File: src/hw/rtl/pcm_sample_player_resampler_top_defines.svh
// assertion macros used by the player sequencer
`ifndef PCM_SAMPLE_PLAYER_RESAMPLER_TOP_DEFINES_SVH
`define PCM_SAMPLE_PLAYER_RESAMPLER_TOP_DEFINES_SVH
`ifndef SYNTHESIS
// checked property, skipped while reset is asserted
`define PSPR_ASSERT(lbl, clk, rst_n, prop) \
    lbl: assert property (@(posedge clk) disable iff (!rst_n) prop) \
        else $error("pspr assertion failed");
// checked property, also evaluated during reset
`define PSPR_ASSERT_RST(lbl, clk, prop) \
    lbl: assert property (@(posedge clk) prop) \
        else $error("pspr reset assertion failed");
`else
`define PSPR_ASSERT(lbl, clk, rst_n, prop)
`define PSPR_ASSERT_RST(lbl, clk, prop)
`endif
`endif

File: src/hw/rtl/pspr_pkg.sv
package pspr_pkg;

    // fixed field widths and number formats
    localparam int POS_BITS   = 28;
    localparam int FRAC_BITS  = 16;
    localparam int INT_BITS   = POS_BITS - FRAC_BITS;
    localparam int SAMPLE_W   = 16;
    localparam int GAIN_W     = 16;
    localparam int GAIN_FRAC  = 14;
    localparam int STEP_W     = 24;
    localparam int FCNT_W     = 13;
    localparam int CHCNT_W    = 2;
    localparam int FRAME_W    = 12;
    localparam int KIND_W     = 2;
    localparam int STATUS_W   = 2;
    localparam int CFG_IDX_W  = 3;
    localparam int CFG_DATA_W = 24;

    localparam int MAX_FRAMES_DEF   = 4096;
    localparam int MAX_CHANNELS_DEF = 2;

    // item kinds
    localparam logic [KIND_W-1:0] KIND_LOAD    = 2'd0;
    localparam logic [KIND_W-1:0] KIND_PRODUCE = 2'd1;
    localparam logic [KIND_W-1:0] KIND_SEEK    = 2'd2;

    // play status codes
    localparam logic [STATUS_W-1:0] ST_PLAYING = 2'd0;
    localparam logic [STATUS_W-1:0] ST_MUTED   = 2'd1;
    localparam logic [STATUS_W-1:0] ST_ENDED   = 2'd2;

    // register indexes
    localparam logic [CFG_IDX_W-1:0] CFG_LOOP   = 3'd0;
    localparam logic [CFG_IDX_W-1:0] CFG_CHCNT  = 3'd1;
    localparam logic [CFG_IDX_W-1:0] CFG_FCNT   = 3'd2;
    localparam logic [CFG_IDX_W-1:0] CFG_STEP   = 3'd3;
    localparam logic [CFG_IDX_W-1:0] CFG_MASTER = 3'd4;
    localparam logic [CFG_IDX_W-1:0] CFG_LGAIN  = 3'd5;
    localparam logic [CFG_IDX_W-1:0] CFG_RGAIN  = 3'd6;

    // reset values
    localparam logic [CHCNT_W-1:0] RST_CHCNT = 2'd2;
    localparam logic [FCNT_W-1:0]  RST_FCNT  = 13'd4096;
    localparam logic [STEP_W-1:0]  STEP_ONE  = STEP_W'(1) << FRAC_BITS;
    localparam logic [GAIN_W-1:0]  GAIN_ONE  = GAIN_W'(1) << GAIN_FRAC;

    localparam logic [SAMPLE_W-1:0] SAMPLE_MAX = 16'h7fff;
    localparam logic [SAMPLE_W-1:0] SAMPLE_MIN = 16'h8000;

    typedef struct packed {
        logic                loop_en;
        logic                stereo;
        logic [FCNT_W-1:0]   last_frame;
        logic                pitch_unity;
        logic [STEP_W-1:0]   pitch_step;
        logic [GAIN_W-1:0]   master_gain;
        logic [GAIN_W-1:0]   left_gain;
        logic [GAIN_W-1:0]   right_gain;
    } cfg_t;

    typedef struct packed {
        logic mute;
        logic at_end;
        logic loop_en;
        logic stereo;
    } sts_t;

    typedef struct packed {
        logic                load_we;
        logic                seek;
        logic                res_clear;
        logic                mod_start;
        logic                mod_step;
        logic                mod_wb;
        logic                rd_hi;
        logic                lo_cap;
        logic                interp;
        logic                scale;
        logic                sat;
        logic                out_load;
        logic                advance;
        logic                chan;
        logic [STATUS_W-1:0] status;
    } cmd_t;

endpackage

File: src/hw/rtl/pspr_cfg.sv
module pspr_cfg import pspr_pkg::*; #(
    parameter int MAX_FRAMES   = MAX_FRAMES_DEF,
    parameter int MAX_CHANNELS = MAX_CHANNELS_DEF
) (
    input  logic                  aclk,
    input  logic                  aresetn,
    input  logic                  cfg_we,
    input  logic [CFG_IDX_W-1:0]  cfg_index,
    input  logic [CFG_DATA_W-1:0] cfg_wdata,
    output cfg_t                  cfg
);

    logic                loop_en_reg;
    logic [CHCNT_W-1:0]  chcnt_reg;
    logic [FCNT_W-1:0]   fcnt_reg;
    logic [STEP_W-1:0]   step_reg;
    logic [GAIN_W-1:0]   master_reg;
    logic [GAIN_W-1:0]   lgain_reg;
    logic [GAIN_W-1:0]   rgain_reg;
    logic [FCNT_W-1:0]   frames;

    always_ff @(posedge aclk) begin
        if (!aresetn) begin
            loop_en_reg <= 1'b0;
            chcnt_reg   <= RST_CHCNT;
            fcnt_reg    <= RST_FCNT;
            step_reg    <= STEP_ONE;
            master_reg  <= GAIN_ONE;
            lgain_reg   <= GAIN_ONE;
            rgain_reg   <= GAIN_ONE;
        end else if (cfg_we) begin
            case (cfg_index)
                CFG_LOOP:   loop_en_reg <= cfg_wdata[0];
                CFG_CHCNT:  chcnt_reg   <= cfg_wdata[CHCNT_W-1:0];
                CFG_FCNT:   fcnt_reg    <= cfg_wdata[FCNT_W-1:0];
                CFG_STEP:   step_reg    <= cfg_wdata[STEP_W-1:0];
                CFG_MASTER: master_reg  <= cfg_wdata[GAIN_W-1:0];
                CFG_LGAIN:  lgain_reg   <= cfg_wdata[GAIN_W-1:0];
                CFG_RGAIN:  rgain_reg   <= cfg_wdata[GAIN_W-1:0];
                default: ;
            endcase
        end
    end

    // clamp frame count to the memory size, at least two frames
    always_comb begin
        frames = fcnt_reg;
        if (fcnt_reg < FCNT_W'(2)) begin
            frames = FCNT_W'(2);
        end else if (32'(fcnt_reg) > MAX_FRAMES) begin
            frames = FCNT_W'(MAX_FRAMES);
        end
    end

    assign cfg.loop_en     = loop_en_reg;
    assign cfg.stereo      = (chcnt_reg >= CHCNT_W'(2)) && (MAX_CHANNELS > 1);
    assign cfg.last_frame  = frames - FCNT_W'(1);
    assign cfg.pitch_unity = (step_reg == STEP_ONE);
    assign cfg.pitch_step  = step_reg;
    assign cfg.master_gain = master_reg;
    assign cfg.left_gain   = lgain_reg;
    assign cfg.right_gain  = rgain_reg;

endmodule

File: config.mk
export PLATFORM = sky130hd
export DESIGN_NAME = pspr_cfg
export DESIGN_NICKNAME = d
export VERILOG_FILES = /design/src/hw/rtl/pcm_sample_player_resampler_top_defines.svh /design/src/hw/rtl/pspr_pkg.sv /design/src/hw/rtl/pspr_cfg.sv
export SDC_FILE = /design/constraint.sdc
export NUM_CORES = 1
export LEC_CHECK = 0
export ABC_AREA = 1
export BUFFER_PORTS_ARGS = -buffer_cell sky130_fd_sc_hd__clkbuf_2
export CAP_MARGIN = 20
export CORE_ASPECT_RATIO = 2
export CORE_MARGIN = 5
export CORE_UTILIZATION = 50
export CTS_CLUSTER_SIZE = 16
export DETAILED_ROUTE_END_ITERATION = 10
export GPL_ROUTABILITY_DRIVEN = 0
export PLACE_DENSITY = 0.88
export SYNTH_ARGS = -nofsm -noshare
export SYNTH_HDL_FRONTEND = slang
export SYNTH_SLANG_ARGS = --single-unit
File: constraint.sdc
create_clock -name aclk -period 2.04 [get_ports aclk]
set_input_delay 0.408 -clock aclk [delete_from_list [all_inputs] [get_ports aclk]]
set_output_delay 0.408 -clock aclk [all_outputs]
set_load 0.05 [all_outputs]
# == After elaboration in Yosys (flattened, before gate mapping) ==
# Cells that the tools add are included.
# totals
out_inout_bits,88
reg_bits,88
input_bits,30
elab_cells,28
# classes
n_reduce_logical,8
n_mux,2
eq_ne,7
magnitude_cmp,3
add_sub_neg,1
# op_table
operator,count
$mux W13,2
$eq A24 B17 Y1 const B,1
$reduce_and A2 Y1,7
$gt A13 B13 Y1 const B,1
$lt A13 B2 Y1 const B,1
$sub A13 B1 Y13 const B,1
$eq A3 B3 Y1 const B,3
$eq A3 B2 Y1 const B,2
$eq A3 B1 Y1 const B,1
$logic_not A3 Y1,1
$ge A2 B2 Y1 const B,1

# == Longest topological paths before layout ==
# logic_depth
word_depth,4
depth_mapped,14
ltp_nobuf,14

# == Least setup slack after synthesis ==
# No wires, ideal clock.
# synth_path
path_kind,reg2out
startpoint,reg fcnt_reg[5]
endpoint,out cfg[79] (netlist bit)
arrival_time_ns,2.483
n_path_buf,0
path_slack_ns,-0.851
path_stages_with_launch,10
cell_sequence,dfxtp_1 -> nor2_1 -> nand2_1 -> nor2_2 -> nand2_1 -> nand3_1 -> ha_1 -> nand2_2 -> nor2_4 -> xnor2_1
# synth_lines
element,line_no,rtl
start: declaration,pspr_cfg.sv:15,logic [FCNT_W-1:0] fcnt_reg;
start signal: assignment,pspr_cfg.sv:35,CFG_FCNT: fcnt_reg <= cfg_wdata[FCNT_W-1:0];
end: declaration,pspr_cfg.sv:10,output cfg_t cfg

==> summary.txt <==
Setup path
  • Worst path most repeated cell: nand2_2
  • Cell with the largest stage delay on the worst path: dfxtp_2
  • Endpoint of the worst-slack reg-to-reg timing path: fcnt_reg[12]$_SDFFE_PN1P_
  • Number of cells on the worst reg-to-reg path: 4
  • Worst-case register-to-register setup slack: 0.94 ns
  • Critical-path cell list: nor2_1 > nand2_1 > nor2_2 > nand2_2 > nand2_4 > nand2_2 > nand2_2 > inv_2 > ha_4 > nand2_4 > nor2_4 > buf_12 > xnor2_4 > buf_12
  • Cell family contributing the most delay on the critical path: simple AND/OR/NAND/NOR gates
  • Delay of the slowest critical-path stage: 0.32 ns
  • Arr. time, crit path: 2.10 ns
  • Critical path required time: 1.63 ns
  • Capturing element type of the critical path: primary output
  • Total buffers and inverters traversed by the critical path: 3
  • Maximum net fanout on the critical path: 3
  • Source of the worst register-to-register timing path: fcnt_reg[12]$_SDFFE_PN1P_
  • Element type at the critical path start: flip-flop
  • WS Path Type: flip-flop to primary output

Logic synthesis
  • Number of enable-type register cells in the synthesized netlist: 0
  • Number of library cell types mapped by synthesis: 29
  • Post-Syn Area: 0.00354 sq mm
  • Yosys synthesis warning count: 0
  • Total nets after synthesis: 517
  • Most common flop cell mapped by yosys: dfxtp_1
  • Number of storage elements in the synthesis netlist: 87
  • Sequential cell area fraction in the yosys report: 49.2%
  • Share of synthesized registers carrying an async set or reset: 0%
  • Count of mapped cells out of synthesis: 486
  • Average cell area after synthesis: 7.28 sq um

STA
  • Maximum frequency from static timing analysis: 398 MHz
  • Worst Max-Slew Pin Slew: 0.877 ns
  • Final worst slack: -0.470 ns
  • Final total negative setup slack: -4.69 ns
  • Endpoints failing hold: 0
  • Post-route minimum period: 2.51 ns
  • Layout Skew: 0 ns
  • Unrepaired setup endpoints after global routing: true
  • Number of max-slew violations in the final report: 0
  • Final setup violation count: 12
  • Worst slew margin relative to its limit: 41.5%
  • Post-route fraction of the period consumed by the critical path: 123%

Run status
  • Run status: finished with violations
  • Failing checks: setup timing

Clock network
  • TritonCTS Buffers: 9
  • Clock insertion delay at the later pin of the skew report: 0.33 ns
  • Clock tree from TritonCTS: yes
  • CTS max path bufs: 2
  • CTS H-tree depth: 3
  • CTS root buffer: clkbuf_16
  • Count of clock tree sinks: 87
  • Clock edge transition at the registers on the reported setup and hold paths: 0.06 ns

Global route
  • Pin count of the biggest net entering global routing: 47
  • Total congestion overflow after global routing: 0
  • Global routing usage summed across all routing layers: 25.7%
  • Initial antenna violation count: 0
  • Via count of the first global-routing pass: 3787
  • Global-route wire length before repair: 17.9 mm

Floorplanning
  • Total Die Area: 0.00896 sq mm
  • Number of placement rows: 43
  • Die extent in y: 129 um
  • Core area: 0.00694 sq mm
  • Width of the die: 69.5 um
  • Ports: 118
  • Initial core utilization: 51.0%

Hold path
  • Startpoint of the tightest hold check path: cfg_wdata[20]
  • Worst hold path cell count: 3
  • Type of the tightest min-delay check: input pin to flip-flop
  • Hold-critical path endpoint: step_reg[20]$_SDFFE_PN0P_

Final layout
  • Non-filler instance count after layout: 724
  • Most frequent standard cell in the layout excluding fill and tap cells: nor2_1
  • Fin area: 0.00524 sq mm
  • Layout filler cell count: 492
  • Relative area change from synthesis to final layout: 48.0%
  • Layout cell share with drive strength beyond 1: 36.4%
  • Flip-flop count of the largest register, all copies and words added: 24
  • Most frequent cells in the layout: 154 x nor2_1, 103 x clkbuf_2, 85 x o21ai_0, 80 x dfxtp_1, 31 x buf_4
  • Fin nets: 660
  • Number of diodes: 0

Power
  • Overall power: 4520 uW
  • Cell leakage power: 0.00262 uW
  • Maximum VDD drop: 0.801 mV
  • Power per cell area: 862 mW/mm^2

Detailed routing
  • Post-DRT Antenna Nets: 0
  • Pre-Repair DR Iteration Count: 5
  • Wire length per cell: 16.1 um
  • Total via count after detailed routing: 3848
  • Total length of routed wires: 11.7 mm
  • Violation count after the first detailed-routing iteration: 200
  • Residual DRC: 0
  • Post-detailed-route via-to-cell ratio: 5.31

Placed design
  • Placed instance count: 705
  • Total cell area at the placement stage: 0.00465 sq mm
  • Placed wire-length estimate: 8.36 mm
  • Count of buffers from port buffering: 117

Flow run
  • Maxcap violations: 0
[area by class of cell]
type	instances	area, sq um	share of cell area (%)
timing repair buffer	156	1130	21.6
tap	90	113	2.15
clock buffer	13	250	4.78
clock inverter	3	42.5	0.812
inverter	32	120	2.29
sequential	87	1750	33.4
multi-input combinational	343	1830	34.9
[layer usage]
metal | part of all wire [%] | vias up | global-route usage (%)
li1 | - | 1841 | -
met1 | 34 | 1762 | 25.0
met2 | 55 | 188 | 47.4
met3 | 5.2 | 57 | 5.16
met4 | 5.6 | 0 | 18.4
met5 | 0 | - | 0
[logic make-up (layout without fill, tap and decap cells)]
logic type | count (synthesis) | count (layout) | share of synthesized area [%]
adders and majority gates | 1 | 1 | 0.354
xor gates and xnor gates | 5 | 5 | 1.24
buffers and inverters | 56 | 204 | 6.54
DFF | 87 | 87 | 49.2
AOI/OAI and AO/OA | 102 | 102 | 14.9
and+or+nand+nor | 235 | 235 | 27.8
[tightest hold or removal path: cells and delay by family]
family	cells	cell delay, ns
buffers and inverters	1	0.07
and+or+nand+nor	2	0.11
[synth_stat cells (2+ instances only)]
master | instances | area (sq um)
nor2_4 | 2 | 22.5
xnor2_1 | 3 | 26.3
buf_2 | 4 | 20.0
a21oi_1 | 12 | 60.1
nor2_2 | 4 | 25.0
inv_1 | 27 | 101
o21ai_1 | 2 | 10.0
nor2_1 | 155 | 582
xor2_1 | 2 | 17.5
clkbuf_2 | 4 | 20.0
dfxtp_1 | 87 | 1740
nor3_1 | 2 | 10.0
nand2_1 | 43 | 161
clkbuf_1 | 14 | 52.6
nor4_1 | 4 | 25.0
nand3_1 | 14 | 70.1
o21ai_0 | 85 | 425
inv_2 | 5 | 18.8
nand4_1 | 4 | 25.0
nand2_2 | 4 | 25.0
[report_power, final]
part,leakage (uW),internal [uW],total (uW),switching [uW]
clock network,0.000140,981,1600,623
registers,0.000711,1760,1800,37.6
logic,0.00177,416,1110,698
total,0.00262,3160,4520,1360
[timing repair]
| action | 4_1_cts | 5_1_grt |
|---|---|---|
| endpoints found under the setup margin | 14 | 14 |
| cloned | 0 | 0 |
| resized for setup | 47 | 18 |
| buffers inserted | 3 | 2 |
| hold buffers | 0 | 0 |
| pin swaps | 16 | 9 |
[stage by stage]
stage / hold slack (ns) / util (%) / worst slack [ns]
after floorplan: 0.426 / - / -0.0720
after detailed placement: 0.447 / 66.9 / -0.154
after global routing: 0.311 / 75.5 / -0.564
final: 0.295 / 75.5 / -0.470
after CTS: 0.291 / 74.5 / -0.456
after global placement: 0.443 / 66.9 / -0.0603
[how the worst max path moves through the flow]
stage / startpoint / to / cells after the start
after floorplan: fcnt_reg[4]$_SDFFE_PN0P_ / cfg[81] / 9
after global placement: fcnt_reg[10]$_SDFFE_PN0P_ / cfg[85] / 11
after detailed placement: fcnt_reg[5]$_SDFFE_PN0P_ / cfg[83] / 15
after CTS: fcnt_reg[5]$_SDFFE_PN0P_ / cfg[79] / 14
after global routing: fcnt_reg[5]$_SDFFE_PN0P_ / cfg[82] / 13
final: fcnt_reg[5]$_SDFFE_PN0P_ / cfg[79] / 14
Note: power is estimated with default switching activity, not from simulation.
