==> config.mk <==
export PLATFORM = sky130hd
export DESIGN_NAME = pspr_ctrl
export DESIGN_NICKNAME = d
export VERILOG_FILES = /design/src/hw/rtl/pspr_pkg.sv /design/src/hw/rtl/pspr_ctrl.sv
export VERILOG_INCLUDE_DIRS = /design/src /design/src/hw/rtl
export SDC_FILE = /design/constraint.sdc
export NUM_CORES = 1
export LEC_CHECK = 0
export BUFFER_PORTS_ARGS = -buffer_cell sky130_fd_sc_hd__buf_2
export CORE_AREA = 2 2 43 45
export CTS_BUF_LIST = sky130_fd_sc_hd__clkbuf_16
export CTS_CLUSTER_DIAMETER = 200
export DETAILED_ROUTE_END_ITERATION = 6
export DIE_AREA = 0 0 45 47
export MAX_ROUTING_LAYER = met4
export PLACE_DENSITY = 0.72
export SLEW_MARGIN = 20
export SYNTH_ARGS = -nofsm -noshare
export SYNTH_HDL_FRONTEND = slang
export SYNTH_SLANG_ARGS = --single-unit
==> constraint.sdc <==
create_clock -name aclk -period 2.1 [get_ports aclk]
set_clock_uncertainty 0.05 [all_clocks]
set_input_delay 0.105 -clock aclk [delete_from_list [all_inputs] [get_ports aclk]]
set_output_delay 0.105 -clock aclk [all_outputs]
set_load 0.005 [all_outputs]
==> src/hw/rtl/pcm_sample_player_resampler_top_defines.svh <==
// assertion macros used by the player sequencer
`ifndef PCM_SAMPLE_PLAYER_RESAMPLER_TOP_DEFINES_SVH
`define PCM_SAMPLE_PLAYER_RESAMPLER_TOP_DEFINES_SVH
`ifndef SYNTHESIS
// checked property, skipped while reset is asserted
`define PSPR_ASSERT(lbl, clk, rst_n, prop) \
    lbl: assert property (@(posedge clk) disable iff (!rst_n) prop) \
        else $error("pspr assertion failed");
// checked property, also evaluated during reset
`define PSPR_ASSERT_RST(lbl, clk, prop) \
    lbl: assert property (@(posedge clk) prop) \
        else $error("pspr reset assertion failed");
`else
`define PSPR_ASSERT(lbl, clk, rst_n, prop)
`define PSPR_ASSERT_RST(lbl, clk, prop)
`endif
`endif

==> src/hw/rtl/pspr_pkg.sv <==
package pspr_pkg;

    // fixed field widths and number formats
    localparam int POS_BITS   = 28;
    localparam int FRAC_BITS  = 16;
    localparam int INT_BITS   = POS_BITS - FRAC_BITS;
    localparam int SAMPLE_W   = 16;
    localparam int GAIN_W     = 16;
    localparam int GAIN_FRAC  = 14;
    localparam int STEP_W     = 24;
    localparam int FCNT_W     = 13;
    localparam int CHCNT_W    = 2;
    localparam int FRAME_W    = 12;
    localparam int KIND_W     = 2;
    localparam int STATUS_W   = 2;
    localparam int CFG_IDX_W  = 3;
    localparam int CFG_DATA_W = 24;

    localparam int MAX_FRAMES_DEF   = 4096;
    localparam int MAX_CHANNELS_DEF = 2;

    // item kinds
    localparam logic [KIND_W-1:0] KIND_LOAD    = 2'd0;
    localparam logic [KIND_W-1:0] KIND_PRODUCE = 2'd1;
    localparam logic [KIND_W-1:0] KIND_SEEK    = 2'd2;

    // play status codes
    localparam logic [STATUS_W-1:0] ST_PLAYING = 2'd0;
    localparam logic [STATUS_W-1:0] ST_MUTED   = 2'd1;
    localparam logic [STATUS_W-1:0] ST_ENDED   = 2'd2;

    // register indexes
    localparam logic [CFG_IDX_W-1:0] CFG_LOOP   = 3'd0;
    localparam logic [CFG_IDX_W-1:0] CFG_CHCNT  = 3'd1;
    localparam logic [CFG_IDX_W-1:0] CFG_FCNT   = 3'd2;
    localparam logic [CFG_IDX_W-1:0] CFG_STEP   = 3'd3;
    localparam logic [CFG_IDX_W-1:0] CFG_MASTER = 3'd4;
    localparam logic [CFG_IDX_W-1:0] CFG_LGAIN  = 3'd5;
    localparam logic [CFG_IDX_W-1:0] CFG_RGAIN  = 3'd6;

    // reset values
    localparam logic [CHCNT_W-1:0] RST_CHCNT = 2'd2;
    localparam logic [FCNT_W-1:0]  RST_FCNT  = 13'd4096;
    localparam logic [STEP_W-1:0]  STEP_ONE  = STEP_W'(1) << FRAC_BITS;
    localparam logic [GAIN_W-1:0]  GAIN_ONE  = GAIN_W'(1) << GAIN_FRAC;

    localparam logic [SAMPLE_W-1:0] SAMPLE_MAX = 16'h7fff;
    localparam logic [SAMPLE_W-1:0] SAMPLE_MIN = 16'h8000;

    typedef struct packed {
        logic                loop_en;
        logic                stereo;
        logic [FCNT_W-1:0]   last_frame;
        logic                pitch_unity;
        logic [STEP_W-1:0]   pitch_step;
        logic [GAIN_W-1:0]   master_gain;
        logic [GAIN_W-1:0]   left_gain;
        logic [GAIN_W-1:0]   right_gain;
    } cfg_t;

    typedef struct packed {
        logic mute;
        logic at_end;
        logic loop_en;
        logic stereo;
    } sts_t;

    typedef struct packed {
        logic                load_we;
        logic                seek;
        logic                res_clear;
        logic                mod_start;
        logic                mod_step;
        logic                mod_wb;
        logic                rd_hi;
        logic                lo_cap;
        logic                interp;
        logic                scale;
        logic                sat;
        logic                out_load;
        logic                advance;
        logic                chan;
        logic [STATUS_W-1:0] status;
    } cmd_t;

endpackage

==> src/hw/rtl/pspr_ctrl.sv <==
`include "pcm_sample_player_resampler_top_defines.svh"

module pspr_ctrl import pspr_pkg::*; (
    input  logic              aclk,
    input  logic              aresetn,
    input  logic              s_valid,
    output logic              s_ready,
    input  logic [KIND_W-1:0] s_kind,
    output logic              m_valid,
    input  logic              m_ready,
    input  sts_t              sts,
    output cmd_t              cmd
);

    localparam logic [3:0] S_IDLE   = 4'd0;
    localparam logic [3:0] S_MOD    = 4'd1;
    localparam logic [3:0] S_MODWB  = 4'd2;
    localparam logic [3:0] S_RDLO   = 4'd3;
    localparam logic [3:0] S_RDHI   = 4'd4;
    localparam logic [3:0] S_INTERP = 4'd5;
    localparam logic [3:0] S_SCALE  = 4'd6;
    localparam logic [3:0] S_SAT    = 4'd7;
    localparam logic [3:0] S_WRITE  = 4'd8;

    localparam int CNT_W = $clog2(INT_BITS);

    logic [3:0]          state_reg, state_next;
    logic [CNT_W-1:0]    cnt_reg, cnt_next;
    logic                chan_reg, chan_next;
    logic [STATUS_W-1:0] status_reg, status_next;
    logic                m_valid_reg, m_valid_next;
    logic                accept;

    assign s_ready = (state_reg == S_IDLE);
    assign accept  = s_valid && s_ready;
    assign m_valid = m_valid_reg;

    always_comb begin
        state_next   = state_reg;
        cnt_next     = cnt_reg;
        chan_next    = chan_reg;
        status_next  = status_reg;
        m_valid_next = m_valid_reg && !m_ready;
        cmd          = '0;
        cmd.chan     = chan_reg;
        cmd.status   = status_reg;
        case (state_reg)
            S_IDLE: begin
                if (accept) begin
                    case (s_kind)
                        KIND_LOAD: cmd.load_we = 1'b1;
                        KIND_SEEK: cmd.seek = 1'b1;
                        KIND_PRODUCE: begin
                            cmd.res_clear = 1'b1;
                            chan_next     = 1'b0;
                            status_next   = ST_PLAYING;
                            if (sts.mute) begin
                                status_next = ST_MUTED;
                                state_next  = S_WRITE;
                            end else if (sts.at_end && !sts.loop_en) begin
                                status_next = ST_ENDED;
                                state_next  = S_WRITE;
                            end else if (sts.at_end) begin
                                cmd.mod_start = 1'b1;
                                cnt_next      = '0;
                                state_next    = S_MOD;
                            end else begin
                                state_next = S_RDLO;
                            end
                        end
                        default: ;
                    endcase
                end
            end
            S_MOD: begin
                cmd.mod_step = 1'b1;
                cnt_next     = cnt_reg + CNT_W'(1);
                if (cnt_reg == CNT_W'(INT_BITS - 1)) begin
                    state_next = S_MODWB;
                end
            end
            S_MODWB: begin
                cmd.mod_wb = 1'b1;
                state_next = S_RDLO;
            end
            S_RDLO: begin
                state_next = S_RDHI;
            end
            S_RDHI: begin
                cmd.rd_hi  = 1'b1;
                cmd.lo_cap = 1'b1;
                state_next = S_INTERP;
            end
            S_INTERP: begin
                cmd.interp = 1'b1;
                state_next = S_SCALE;
            end
            S_SCALE: begin
                cmd.scale  = 1'b1;
                state_next = S_SAT;
            end
            S_SAT: begin
                cmd.sat = 1'b1;
                if (!chan_reg && sts.stereo) begin
                    chan_next  = 1'b1;
                    state_next = S_RDLO;
                end else begin
                    state_next = S_WRITE;
                end
            end
            S_WRITE: begin
                if (!m_valid_reg || m_ready) begin
                    cmd.out_load = 1'b1;
                    cmd.advance  = (status_reg == ST_PLAYING);
                    m_valid_next = 1'b1;
                    state_next   = S_IDLE;
                end
            end
            default: state_next = S_IDLE;
        endcase
    end

    always_ff @(posedge aclk) begin
        if (!aresetn) begin
            state_reg   <= S_IDLE;
            cnt_reg     <= '0;
            chan_reg    <= 1'b0;
            status_reg  <= ST_PLAYING;
            m_valid_reg <= 1'b0;
        end else begin
            state_reg   <= state_next;
            cnt_reg     <= cnt_next;
            chan_reg    <= chan_next;
            status_reg  <= status_next;
            m_valid_reg <= m_valid_next;
        end
    end

    // a finished frame never overwrites one still waiting at the output
    `PSPR_ASSERT(a_out_no_overwrite, aclk, aresetn, cmd.out_load |-> (!m_valid_reg || m_ready))
    // a produce item holds off the input until its frame is written
    `PSPR_ASSERT(a_produce_blocks, aclk, aresetn, (accept && s_kind == KIND_PRODUCE) |=> !s_ready)
    // the remainder loop stops after one step per integer bit
    `PSPR_ASSERT(a_mod_count, aclk, aresetn, (state_reg == S_MOD) |-> (cnt_reg < CNT_W'(INT_BITS)))
    `PSPR_ASSERT_RST(a_reset_clears, aclk, !aresetn |=> (!m_valid_reg && state_reg == S_IDLE))

endmodule

Yosys cells after proc, flatten, opt, wreduce, memory -nomap -nowiden
Index checks and enable logic that the tools add are counted.
{"block": "word_totals", "regBits": 12}
{"block": "classes", "n_addsub": 1, "n_eq_ne": 19, "mux": 39, "n_reduce_logical": 18}
{"cell": "2-to-1 mux 4 bit", "count": 14}
{"cell": "one-hot mux 4 bit (9 select lines)", "count": 1}
{"cell": "== test 4 x 3 -> 1 bit (second input constant)", "count": 4}
{"cell": "2-to-1 mux 1 bit", "count": 15}
{"cell": "2-to-1 mux 2 bit", "count": 7}
{"cell": "inequality test 2 bit (second input constant)", "count": 5}
{"cell": "== test 4 x 2 -> 1 bit (second input constant)", "count": 2}
{"cell": "== test 4 bit (second input constant)", "count": 2}
{"cell": "one-hot mux 4 bit (2 select lines)", "count": 1}
{"cell": "AND reduction 4 bit", "count": 2}
{"cell": "inequality test 2 x 1 -> 1 bit (second input constant)", "count": 3}
{"cell": "AND reduction 6 bit", "count": 1}
{"cell": "adder 4 x 1 -> 4 bit (second input constant)", "count": 1}
{"cell": "== test 4 x 1 -> 1 bit (second input constant)", "count": 1}
{"cell": "logical AND 1 bit", "count": 4}
{"cell": "logical NOT 1 bit", "count": 4}
{"cell": "logical NOT 2 bit", "count": 2}
{"cell": "logical NOT 4 bit", "count": 1}
{"cell": "nonzero test 2 bit", "count": 2}
{"cell": "AND reduction 3 bit", "count": 1}
{"cell": "== test 2 x 1 -> 1 bit (second input constant)", "count": 1}
{"cell": "== test 2 bit (second input constant)", "count": 1}
{"cell": "one-hot mux 1 bit (2 select lines)", "count": 1}
{"cell": "logical OR 1 bit", "count": 1}

Longest topological paths before layout
{"block": "depth", "word_depth": 7, "depth_mapped": 7, "ltp_nobuf": 6}

Worst setup path before layout
No wires, ideal clock.
{"block": "synth_path", "path_type": "register to register", "start": "register state_reg[2]", "end": "register state_reg[0]", "setup_ns": 0.116, "t_arrival_ns": 1.430, "required_ns": 1.934, "path_slack_ns": 0.503, "path_stages_with_launch": 6, "path_buffers": 1, "period_less_slack_ns": 1.597, "path_cell_list": "dfxtp_1 -> buf_6 -> or4_4 -> o22ai_2 -> a211oi_1 -> o211a_1"}
{"block": "synth_between", "elab_chain_len": 4, "elab_cells_between_ends": 16}
{"element": "start, declared", "line": "pspr_ctrl.sv:27", "text": "logic [3:0] state_reg, state_next;"}
{"element": "start signal, assigned", "line": "pspr_ctrl.sv:131", "text": "state_reg <= state_next;"}
{"element": "logical NOT 4 bit", "line": "pspr_ctrl.sv:34, pspr_ctrl.sv:47"}
{"element": "logical AND 1 bit", "line": "pspr_ctrl.sv:35", "text": "assign accept = s_valid && s_ready;"}
{"element": "inequality test 2 x 1 -> 1 bit (no source line)"}
{"element": "AND reduction 4 bit (no source line)"}
Several ways; a longest one is shown, not always the timed one.
A chain may end at the register's enable or synchronous reset.

==> results.py <==
metrics = {
    "timing": {
        "drv_slew": 0,
        "setup_violations": 0,
        "min_period_over_period": 0.880,
        "worstMarginPinSlew_ps": 386,
        "maxSlewHeadroom": 0.742,
        "hold_viol": 0,
        "clock.fmax_mhz": 541,
        "min_period_ps": 1850,
        "rsz0062_at_grt": "no",
        "fin_tns_setup_ps": 0,
    },
    "worst_setup_path": {
        "critical_path_class": "flop to output pin",
        "cp_data_required_time_ps": 1950,
        "arrival_ps": 1690,
        "r2r_cells": 4,
        "crit_path_end_kind": "output pin",
        "start_kind": "flop",
        "critical_path.top_delay_family": "simple AND/OR/NAND/NOR gates",
        "path_buf_inv": 1,
        "critPathMaxStageDelay_ps": 600,
        "worstPathCellList": "or4_4, nor4b_1, buf_2",
        "worstSetupPathDepth": 3,
        "slowest_stage": "or4_4",
        "cp_max_fo": 12,
    },
    "grt": {
        "grt-ovfl-total": 0,
        "grt_pass1_vias": 665,
        "grt_pass1_wl_um": 2810,
        "track_usage": 0.190,
        "antenna_found_initial": 0,
        "grt_max_degree": 13,
    },
    "cts": {
        "cts_tree": "yes",
        "clk_latency_ps": 240,
        "cts_setup_buffers": 0,
        "cts.clk_slew.worst_paths_ps": 40,
        "ctsLongestPathBuffers": 2,
        "cts_buffers": 3,
        "cts-root-buf": "clkbuf_16",
        "cts_resized": 0,
        "ctsHtreeMaxLevel": 1,
        "holdBufCountCts": 0,
        "clock-sinks": 12,
    },
    "logic_synthesis": {
        "yosys.area_share.simple": 0.339,
        "synth_enable_flop_cells": 0,
        "yosys.area_share.xor_xnor": 0.0117,
        "ys_async_sr_fraction": 0,
        "synth_adder_area_share": 0.0167,
        "synth_area_um2": 748,
        "synth-compound-area-share": 0.184,
        "synth-seq-area-share": 0.321,
        "synth_top_family_by_area": "simple AND/OR/NAND/NOR gates",
        "netlist_instances": 91,
        "synthFlopType": "dfxtp_1",
        "synth_seq_cells": 12,
        "avgSynthCellArea_um2": 8.22,
        "yosys_warnings": 0,
        "muxShareOfSynthArea": 0.0268,
        "ys_types": 39,
        "syn_nets": 102,
    },
    "cells_and_area": {
        "fin_cells": 131,
        "nets": 126,
        "num-fill-cells": 171,
        "drive_gt1_frac": 0.316,
        "diodes": 0,
        "syn_to_final_growth_pct": 24.4,
    },
    "die": {
        "die_y_um": 47,
        "dieArea_um2": 2120,
        "dieWidth_um": 45,
        "num_rows": 15,
        "io_pins": 28,
        "core_area_um2": 1650,
        "initial_core_util": 0.453,
    },
    "place": {
        "dpl.hpwl_um": 1260,
        "place_congestion": 0.761,
        "numPlacedInstances": 127,
        "port_buffers": 27,
    },
    "pwr": {
        "vdd_drop_max_v": 0.000598,
        "p_per_area_nw_per_um2": 810,
        "p_leak_nw": 0.452,
        "p_total_uw": 754,
    },
    "route": {
        "firstDrtPassIters": 4,
        "ant_nets": 0,
        "vias_per_cell": 5.60,
        "initialDrtViolationCount": 13,
        "drc": 0,
        "vias": 733,
        "wl_per_cell_um": 12.7,
        "totalWireLength_um": 1660,
    },
    "hold_path": {
        "holdPathStages": 2,
        "hp-class": "input pin to flop",
    },
    "status": {
        "status": "finished, final reports clean",
    },
    "run": {
        "cap_violations": 0,
    },
}
metrics by stage:
step	utilization	hold WS (ps)	area, um2	setup slack [ps]
after CTS	0.564	78.6	931	216
after detailed placement	0.516	328	852	327
after floorplan	-	172	748	503
final	0.564	78.2	931	251
after global routing	0.564	90.4	931	146
after global placement	0.516	320	852	325
layer usage:
metal  share of wire  vias to the layer above  wire length [um]  GRT usage
met5               0                        -                 0          -
met4           0.025                        0                42      0.106
met3           0.033                        4                55     0.0346
met2            0.46                       15               771      0.294
met1            0.48                      342               790      0.231
li1                -                      372                 -          -
placed cells by master, fill, tap and decap left out, drive strengths merged, types with 3 or more instances in the layout:
cell type  synthesis  layout
buf                7      27
nor2              13      13
dfxtp             12      12
inv                6       6
a21oi              5       5
o21ai              5       5
nor4b              4       4
and3b              3       3
clkbuf             1       3
logic make-up (layout without fill, tap and decap cells):
family	Yosys count	after routing
xor gates and xnor gates	1	1
and+or+nand+nor	41	41
buffers and inverters	14	37
DFF	12	12
muxes	2	2
adders and majority gates	1	1
AOI/OAI and AO/OA	20	20
power by group:
| part | internal (mW) | leakage, nW | switching (mW) | total, mW |
|---|---|---|---|---|
| registers | 0.240 | 0.0970 | 0.0190 | 0.259 |
| logic | 0.0658 | 0.316 | 0.0771 | 0.143 |
| clock network | 0.251 | 0.0385 | 0.101 | 0.352 |
final cells by class:
class / count / area (um2) / share of cell area
multi-input cells: 65 / 433 / 0.465
clock buffers: 3 / 75.1 / 0.0806
inverters: 6 / 22.5 / 0.0242
flip-flops and latches: 12 / 240 / 0.258
well taps: 17 / 21.3 / 0.0228
clock inverters: 1 / 3.75 / 0.00403
repair buffers: 27 / 135 / 0.145
synth_stat cells, types with 2 or more instances:
cell | instances | share of area
a21oi_1 | 5 | 0.033
a22oi_1 | 2 | 0.020
and3_1 | 2 | 0.017
and3b_1 | 3 | 0.035
and4b_1 | 2 | 0.027
buf_2 | 3 | 0.020
buf_4 | 3 | 0.030
dfxtp_1 | 12 | 0.32
inv_1 | 3 | 0.015
inv_2 | 3 | 0.015
mux2i_1 | 2 | 0.027
nand2_1 | 2 | 0.010
nand2b_1 | 2 | 0.017
nand3_1 | 2 | 0.013
nor2_1 | 13 | 0.065
nor2b_1 | 2 | 0.017
nor3_1 | 2 | 0.013
nor4b_1 | 4 | 0.047
o21ai_0 | 3 | 0.020
o21ai_1 | 2 | 0.013
path summary, 6_finish.rpt:
path / from / endpoint / slack (ps)
setup reg to reg: state_reg[0] / state_reg[0] / 300
setup / recovery: state_reg[1] / cmd[15] / 250
hold reg to reg: m_valid / m_valid / 460
hold / removal: aresetn / state_reg[3] / 80
No activity file was read; power rests on OpenSTA's default activity.
